$ cat src/rtl/h2r_pkg.sv
// ----------------------------------------------------------------------------
// h2r_pkg
// Types and constants shared by the HSV to RGB converter: payload structs,
// fixed-point formats, hue geometry and the sector codes.
// ----------------------------------------------------------------------------
package h2r_pkg;

    localparam int FRAC_BITS = 12;
    localparam int CHAN_W    = FRAC_BITS + 1;
    localparam int HUE_W     = 15;
    localparam int REM_W     = 12;
    localparam int PROD_W    = 2 * CHAN_W;

    typedef logic [CHAN_W-1:0]    chan_t;
    typedef logic [FRAC_BITS-1:0] frac_t;
    typedef logic [HUE_W-1:0]     hue_t;
    typedef logic [REM_W-1:0]     rem_t;
    typedef logic [PROD_W-1:0]    prod_t;

    localparam chan_t UNIT_ONE   = chan_t'(1 << FRAC_BITS);
    localparam hue_t  HUE_TURN   = 15'd23040;
    localparam hue_t  HUE_SECTOR = 15'd3840;

    // f = rem * 4096 / 3840 = rem + rem / 15, rem / 15 by reciprocal
    localparam int    RECIP_W     = 25;
    localparam int    RECIP_SHIFT = 16;
    localparam logic [RECIP_W-1:0] RECIP_15 = 25'd4370;

    typedef enum logic [2:0] {
        SEC_RED     = 3'd0,
        SEC_YELLOW  = 3'd1,
        SEC_GREEN   = 3'd2,
        SEC_CYAN    = 3'd3,
        SEC_BLUE    = 3'd4,
        SEC_MAGENTA = 3'd5
    } sector_t;

    typedef struct packed {
        hue_t  hue;
        chan_t saturation;
        chan_t brightness;
    } hsv_t;

    typedef struct packed {
        chan_t red;
        chan_t green;
        chan_t blue;
    } rgb_t;

    // the four candidate levels that the sector routes to the channels
    typedef struct packed {
        chan_t v;
        chan_t p;
        chan_t q;
        chan_t t;
    } levels_t;

endpackage

$ cat src/rtl/h2r_route.sv
// ----------------------------------------------------------------------------
// h2r_route
// Routes v, p, q and t onto red, green and blue by hue sector; grey pixels
// take the value level on all three channels.
// ----------------------------------------------------------------------------
module h2r_route (
    input  h2r_pkg::sector_t sector,
    input  logic             grey,
    input  h2r_pkg::levels_t lvl,
    output h2r_pkg::rgb_t    rgb
);
    import h2r_pkg::*;

    always_comb begin
        if (grey) begin
            rgb = '{red: lvl.v, green: lvl.v, blue: lvl.v};
        end else begin
            case (sector)
                SEC_RED:    rgb = '{red: lvl.v, green: lvl.t, blue: lvl.p};
                SEC_YELLOW: rgb = '{red: lvl.q, green: lvl.v, blue: lvl.p};
                SEC_GREEN:  rgb = '{red: lvl.p, green: lvl.v, blue: lvl.t};
                SEC_CYAN:   rgb = '{red: lvl.p, green: lvl.q, blue: lvl.v};
                SEC_BLUE:   rgb = '{red: lvl.t, green: lvl.p, blue: lvl.v};
                default:    rgb = '{red: lvl.v, green: lvl.p, blue: lvl.q};
            endcase
        end
    end

endmodule

$ cat src/rtl/hsv_to_rgb_converter.sv
// ----------------------------------------------------------------------------
// hsv_to_rgb_converter
// Six-sector hexcone HSV to RGB conversion of a pixel stream, Q1.12 channels.
// ----------------------------------------------------------------------------
// Takes one pixel per clock unless stalled and gives one result per pixel, in
// order, passing through six stages from request to result valid. They are:
// hue wrap and clamps, sector search, fraction and p, the two s*f products,
// the two v*(1-..) products, and routing into the output register. The depth
// is set by the chain of two dependent multiplies behind q and t, each given
// a stage of its own. Every stage has its own valid bit and moves whenever
// the stage after it is empty or moving, so bubbles close up under
// back-pressure and s_ready stays high while any stage is free. Saturation
// and brightness above 1.0 are clamped, and a hue of 360 degrees or more
// wraps by one turn. The fixed-point width is fixed at 12 fraction bits.
module hsv_to_rgb_converter (
    input  logic          aclk,
    input  logic          aresetn,
    input  logic          s_valid,
    output logic          s_ready,
    input  h2r_pkg::hsv_t s_data,
    output logic          m_valid,
    input  logic          m_ready,
    output h2r_pkg::rgb_t m_data
);
    import h2r_pkg::*;

    localparam int STAGES = 6;

    logic [STAGES-1:0] vld_reg;
    logic [STAGES:0]   rdy;

    // stage 0: wrap and clamps
    hue_t    h0_reg,  h0_next;
    chan_t   s0_reg,  s0_next;
    chan_t   v0_reg,  v0_next;
    logic    g0_reg,  g0_next;
    // stage 1: sector search
    sector_t sec1_reg, sec1_next;
    rem_t    rem1_reg, rem1_next;
    chan_t   s1_reg, v1_reg;
    logic    g1_reg;
    // stage 2: fraction and p
    frac_t   f2_reg,  f2_next;
    chan_t   p2_reg,  p2_next;
    chan_t   s2_reg, v2_reg;
    sector_t sec2_reg;
    logic    g2_reg;
    // stage 3: s*f and s*(1-f)
    chan_t   a3_reg,  a3_next;
    chan_t   b3_reg,  b3_next;
    chan_t   p3_reg, v3_reg;
    sector_t sec3_reg;
    logic    g3_reg;
    // stage 4: q and t
    chan_t   q4_reg,  q4_next;
    chan_t   t4_reg,  t4_next;
    chan_t   p4_reg, v4_reg;
    sector_t sec4_reg;
    logic    g4_reg;
    // stage 5: output
    rgb_t    out_reg, out_next;

    logic [RECIP_W-1:0] frac_prod;
    prod_t p_prod, sf_prod, s1f_prod, q_prod, t_prod;
    chan_t one_minus_f;
    levels_t lvl;

    // ready chain from the output side back to the input
    always_comb begin
        rdy[STAGES] = m_ready;
        for (int i = STAGES - 1; i >= 0; i--) begin
            rdy[i] = !vld_reg[i] || rdy[i+1];
        end
    end

    assign s_ready = rdy[0];
    assign m_valid = vld_reg[STAGES-1];
    assign m_data  = out_reg;

    always_ff @(posedge aclk) begin
        if (!aresetn) begin
            vld_reg <= '0;
        end else begin
            if (rdy[0]) begin
                vld_reg[0] <= s_valid;
            end
            for (int i = 1; i < STAGES; i++) begin
                if (rdy[i]) begin
                    vld_reg[i] <= vld_reg[i-1];
                end
            end
        end
    end

    // stage 0
    always_comb begin
        h0_next = (s_data.hue >= HUE_TURN) ? s_data.hue - HUE_TURN : s_data.hue;
        s0_next = (s_data.saturation > UNIT_ONE) ? UNIT_ONE : s_data.saturation;
        v0_next = (s_data.brightness > UNIT_ONE) ? UNIT_ONE : s_data.brightness;
        g0_next = (s_data.saturation == '0);
    end

    // stage 1
    always_comb begin
        hue_t base;
        if (h0_reg >= hue_t'(5 * HUE_SECTOR)) begin
            sec1_next = SEC_MAGENTA;
            base      = hue_t'(5 * HUE_SECTOR);
        end else if (h0_reg >= hue_t'(4 * HUE_SECTOR)) begin
            sec1_next = SEC_BLUE;
            base      = hue_t'(4 * HUE_SECTOR);
        end else if (h0_reg >= hue_t'(3 * HUE_SECTOR)) begin
            sec1_next = SEC_CYAN;
            base      = hue_t'(3 * HUE_SECTOR);
        end else if (h0_reg >= hue_t'(2 * HUE_SECTOR)) begin
            sec1_next = SEC_GREEN;
            base      = hue_t'(2 * HUE_SECTOR);
        end else if (h0_reg >= HUE_SECTOR) begin
            sec1_next = SEC_YELLOW;
            base      = HUE_SECTOR;
        end else begin
            sec1_next = SEC_RED;
            base      = '0;
        end
        rem1_next = rem_t'(h0_reg - base);
    end

    // stage 2
    always_comb begin
        frac_prod = RECIP_W'(rem1_reg) * RECIP_15;
        f2_next   = frac_t'(rem1_reg) + frac_t'(frac_prod[RECIP_W-1:RECIP_SHIFT]);
        p_prod    = PROD_W'(v1_reg) * PROD_W'(UNIT_ONE - s1_reg);
        p2_next   = p_prod[FRAC_BITS +: CHAN_W];
    end

    // stage 3
    always_comb begin
        one_minus_f = UNIT_ONE - CHAN_W'(f2_reg);
        sf_prod     = PROD_W'(s2_reg) * PROD_W'(f2_reg);
        s1f_prod    = PROD_W'(s2_reg) * PROD_W'(one_minus_f);
        a3_next     = UNIT_ONE - sf_prod[FRAC_BITS +: CHAN_W];
        b3_next     = UNIT_ONE - s1f_prod[FRAC_BITS +: CHAN_W];
    end

    // stage 4
    always_comb begin
        q_prod  = PROD_W'(v3_reg) * PROD_W'(a3_reg);
        t_prod  = PROD_W'(v3_reg) * PROD_W'(b3_reg);
        q4_next = q_prod[FRAC_BITS +: CHAN_W];
        t4_next = t_prod[FRAC_BITS +: CHAN_W];
    end

    // stage 5
    assign lvl = '{v: v4_reg, p: p4_reg, q: q4_reg, t: t4_reg};

    h2r_route u_route (
        .sector (sec4_reg),
        .grey   (g4_reg),
        .lvl    (lvl),
        .rgb    (out_next)
    );

    // payload registers, no reset
    always_ff @(posedge aclk) begin
        if (rdy[0]) begin
            h0_reg <= h0_next;
            s0_reg <= s0_next;
            v0_reg <= v0_next;
            g0_reg <= g0_next;
        end
        if (rdy[1]) begin
            sec1_reg <= sec1_next;
            rem1_reg <= rem1_next;
            s1_reg   <= s0_reg;
            v1_reg   <= v0_reg;
            g1_reg   <= g0_reg;
        end
        if (rdy[2]) begin
            f2_reg   <= f2_next;
            p2_reg   <= p2_next;
            s2_reg   <= s1_reg;
            v2_reg   <= v1_reg;
            sec2_reg <= sec1_reg;
            g2_reg   <= g1_reg;
        end
        if (rdy[3]) begin
            a3_reg   <= a3_next;
            b3_reg   <= b3_next;
            p3_reg   <= p2_reg;
            v3_reg   <= v2_reg;
            sec3_reg <= sec2_reg;
            g3_reg   <= g2_reg;
        end
        if (rdy[4]) begin
            q4_reg   <= q4_next;
            t4_reg   <= t4_next;
            p4_reg   <= p3_reg;
            v4_reg   <= v3_reg;
            sec4_reg <= sec3_reg;
            g4_reg   <= g3_reg;
        end
        if (rdy[5]) begin
            out_reg <= out_next;
        end
    end

endmodule

$ cat config.mk
export PLATFORM = sky130hd
export DESIGN_NAME = hsv_to_rgb_converter
export DESIGN_NICKNAME = d
export VERILOG_FILES = /design/src/rtl/h2r_pkg.sv /design/src/rtl/h2r_route.sv /design/src/rtl/hsv_to_rgb_converter.sv
export SDC_FILE = /design/constraint.sdc
export NUM_CORES = 2
export LEC_CHECK = 0
export BUFFER_PORTS_ARGS = -buffer_cell sky130_fd_sc_hd__buf_2
export CAP_MARGIN = 10
export CORE_UTILIZATION = 40
export DETAILED_ROUTE_END_ITERATION = 10
export GPL_ROUTABILITY_DRIVEN = 0
export PLACE_DENSITY = 0.55
export SETUP_SLACK_MARGIN = 0.02
export SLEW_MARGIN = 20
export SYNTH_ARGS = -nofsm -noshare
export SYNTH_HDL_FRONTEND = slang
export SYNTH_HIERARCHICAL = 1
export SYNTH_SLANG_ARGS = --single-unit
$ cat constraint.sdc
create_clock -name aclk -period 7.01 [get_ports aclk]
set_clock_uncertainty 0.1 [all_clocks]
set_input_delay 1.402 -clock aclk [delete_from_list [all_inputs] [get_ports aclk]]
set_output_delay 1.402 -clock aclk [all_outputs]
set_load 0.05 [all_outputs]
==> impl_results.md <==
* Synth Instances at 3,941
* Crit Path Category: reg -> reg
* Worst-Margin Slew at about 940 ps
* Post-synth ARST share at 0%
* Hold-fix buffers, CTS at 0
* Root Buffer: clkbuf_16
* Hold Path Origin: v2_reg[4]
* Crit path capture type: flop
* DP Worst Slack at -82.92 ps
* Setup ws final at between 50 and 60 ps
* EDFF count, synth at 290
* Die ar. at ~100,000 sq um
* Hold WC Path Type: reg -> reg
* Synth unique cells at 84
* Clk_lat worst skew at around 570 ps
* Final Cell Area at 43,850 sq um
* Most frequent cell after synthesis: inv_1
* Type of origin of the critical path: flop
* Area leader, netlist: fa_1
* Port Buffer Count at 85
* Met3 usage at ~2.7%
* Layout Nets at slightly above 5k
* Post-synthesis sequential area ratio at approximately 22%
* Largest net degree at the start of global routing at 57
* 1st-pass router iterations at 5
* Synth top area cells: fa_1, edfxtp_1, ha_1
* Io pins at 86
* Die width at approximately 320 um
* Global route overflow at 0
* Max Cap Violations at 0
* Max-slew violations at 0
* Period utilization at between 90% and 100%
* Hpwl dp at 71,820 um
* Outcome: completed
* DR vias at approximately 27k
* Placed Instance Area at around 42,000 sq um
* CTS buffer count at 36
* Max Root-Sink Buffers at 3
* Max_slew headroom at between 30% and 40%
* Initial Util at about two fifths
* ANT nets after route at 0
* Vias per Instance at ~4.9
* Crit path DAT at between 7000 and 8000 ps
* Yosys warns at 6
* Max FFs per register at 39
* Fmax at 0.1438 GHz
* Core area at 97,140 sq um
* Ys flop type: edfxtp_1
* Total clock sinks at between 200 and 300
* Area grow syn2layout at 11.37%
* Hold Vio Cnt, Final at 0
* Vias in the first global route at about 28k
* RSZ-0062 raised after global routing: yes
* Initial antenna violation count at 3
* Met2 Usage GRT at between 20 and 30%
* Share of cells above drive strength 1 at around 11%
* Global-route wire length before repair at around 150,000 um
* Commonest cells in the netlist: inv_1, fa_1, nand2_1
* Area share of the largest cell type after synthesis at a little under a third
* Chip Height at roughly 320 um
* FF-to-FF Start: f2_reg[5]
* WL final at just under 90,000 um
* Final Setup Violations at 0
* Seq cells post-synth at 296
* Crit path launch: f2_reg[5]
* WL/cell at 16.56 um
* CTS tree: yes
* N_diodes at 0
* DRC at 0
* Post-synthesis cell area at roughly 40,000 sq um
* Row count at ~110
* Minimum clock period at between 6000 and 7000 ps
* Req. time, crit path at ~7200 ps
* Clock-pin slew of the registers on the worst-case setup and hold paths at about 70 ps
* Syn Area/Cell at 9.992 sq um
* Post-synth net total at 5,005
* Total track usage at approximately 19%
* CTS H-Tree Depth at 2
* Worst-path fanout max at 4
* Met1 GRT Util at 26.60%
* DR iter-0 viols at between 1k and 1.5k
* Most Crowded Layer GR: met2
-- kinds of logic after synthesis --
group | Yosys count | share of synthesized area [%]
xor gates and xnor gates | 134 | 2.981
AOI/OAI and AO/OA | 339 | 6.037
and+or+nand+nor | 1175 | 14.92
DFF | 296 | 22.42
buffers and inverters | 970 | 9.504
muxes | 8 | 0.2383
adders and majority gates | 1019 | 43.89
-- worst max-delay path: stages (launching register included) --
cell and delay, ps:
edfxtp_1 410, nor2_1 210, nand3_4 90, or3_4 370, or3_4 390, nor3_4 180, buf_6 130, and2_4 130
fa_2 430, fa_1 520, fa_2 450, fa_1 500, inv_2 40, fa_1 470, inv_1 40, ha_2 160
a21o_1 200, a21oi_4 160, nand4_1 150, a311o_1 330, a2111o_1 420, nor4b_4 330, and2_4 220, mux2i_2 210
nor4b_2 60
-- stage by stage --
step / TNS (ps) / hold slack (ps) / utilization [%] / std cells
floorplan: 0 / 300.3 / - / 3941
global placement: -82.19 / 301.0 / 43.45 / 5320
detailed placement: -159.2 / 304.5 / 43.45 / 5320
CTS: 0 / 294.6 / 44.74 / 5386
global route: -628.3 / 300.3 / 45.15 / 5393
finish: 0 / 298.3 / 45.15 / 5393
-- routing by layer --
metal,vias to the layer above,part of all wire [%]
li1,12740,-
met1,13200,48
met2,554,45
met3,100,4.9
met4,0,1.8
met5,-,0
-- worst paths after layout --
kind                     end  slack (ps)  depth (start not counted)
setup reg to reg  b3_reg[12]          50                         24
hold / removal     v3_reg[4]         300                          0
hold reg to reg    v3_reg[4]         300                          0
setup / recovery  b3_reg[12]          50                         24
-- timing repair --
| item | in CTS | in global routing |
|---|---|---|
| buffers inserted | 5 | 7 |
| pin swaps | 1 | 22 |
| setup endpoints to repair | 2 | 15 |
| resized for setup | 13 | 64 |
| endpoints found under the hold margin | 0 | 0 |
| cloned | 0 | 0 |
-- layout by cell type, fill, tap and decap left out, drive strengths merged, types with 9 or more instances in the layout --
master   instances
nor2            81
clkbuf          43
or2             14
and3            12
a211oi          21
nor3            30
and2           332
nand3           26
xnor2           90
edfxtp         290
a21oi           59
o2bb2ai         14
fa             604
xor2            44
a21o            16
nand2          545
o21bai           9
nor4            14
a221oi          27
inv            803
ha             415
o31ai           22
nor2b           39
nand2b          11
buf            289
o21a            17
or3             20
o22ai           39
nor4bb          14
and3b           12
o21ai           53
-- area by class of cell --
type / count / area, sq um
Clock inverter: 18 / 187.7
Sequential cell: 296 / 8828
Tap cell: 1276 / 1597
Inverter: 796 / 2988
Timing Repair Buffer: 289 / 2036
Multi-Input combinational cell: 2675 / 27270
Fill cell: 9189 / 53280
Clock buffer: 43 / 947.2
Power is not shown: default switching activity piles up to over one toggle a cycle in this logic, so the estimate is an artifact.
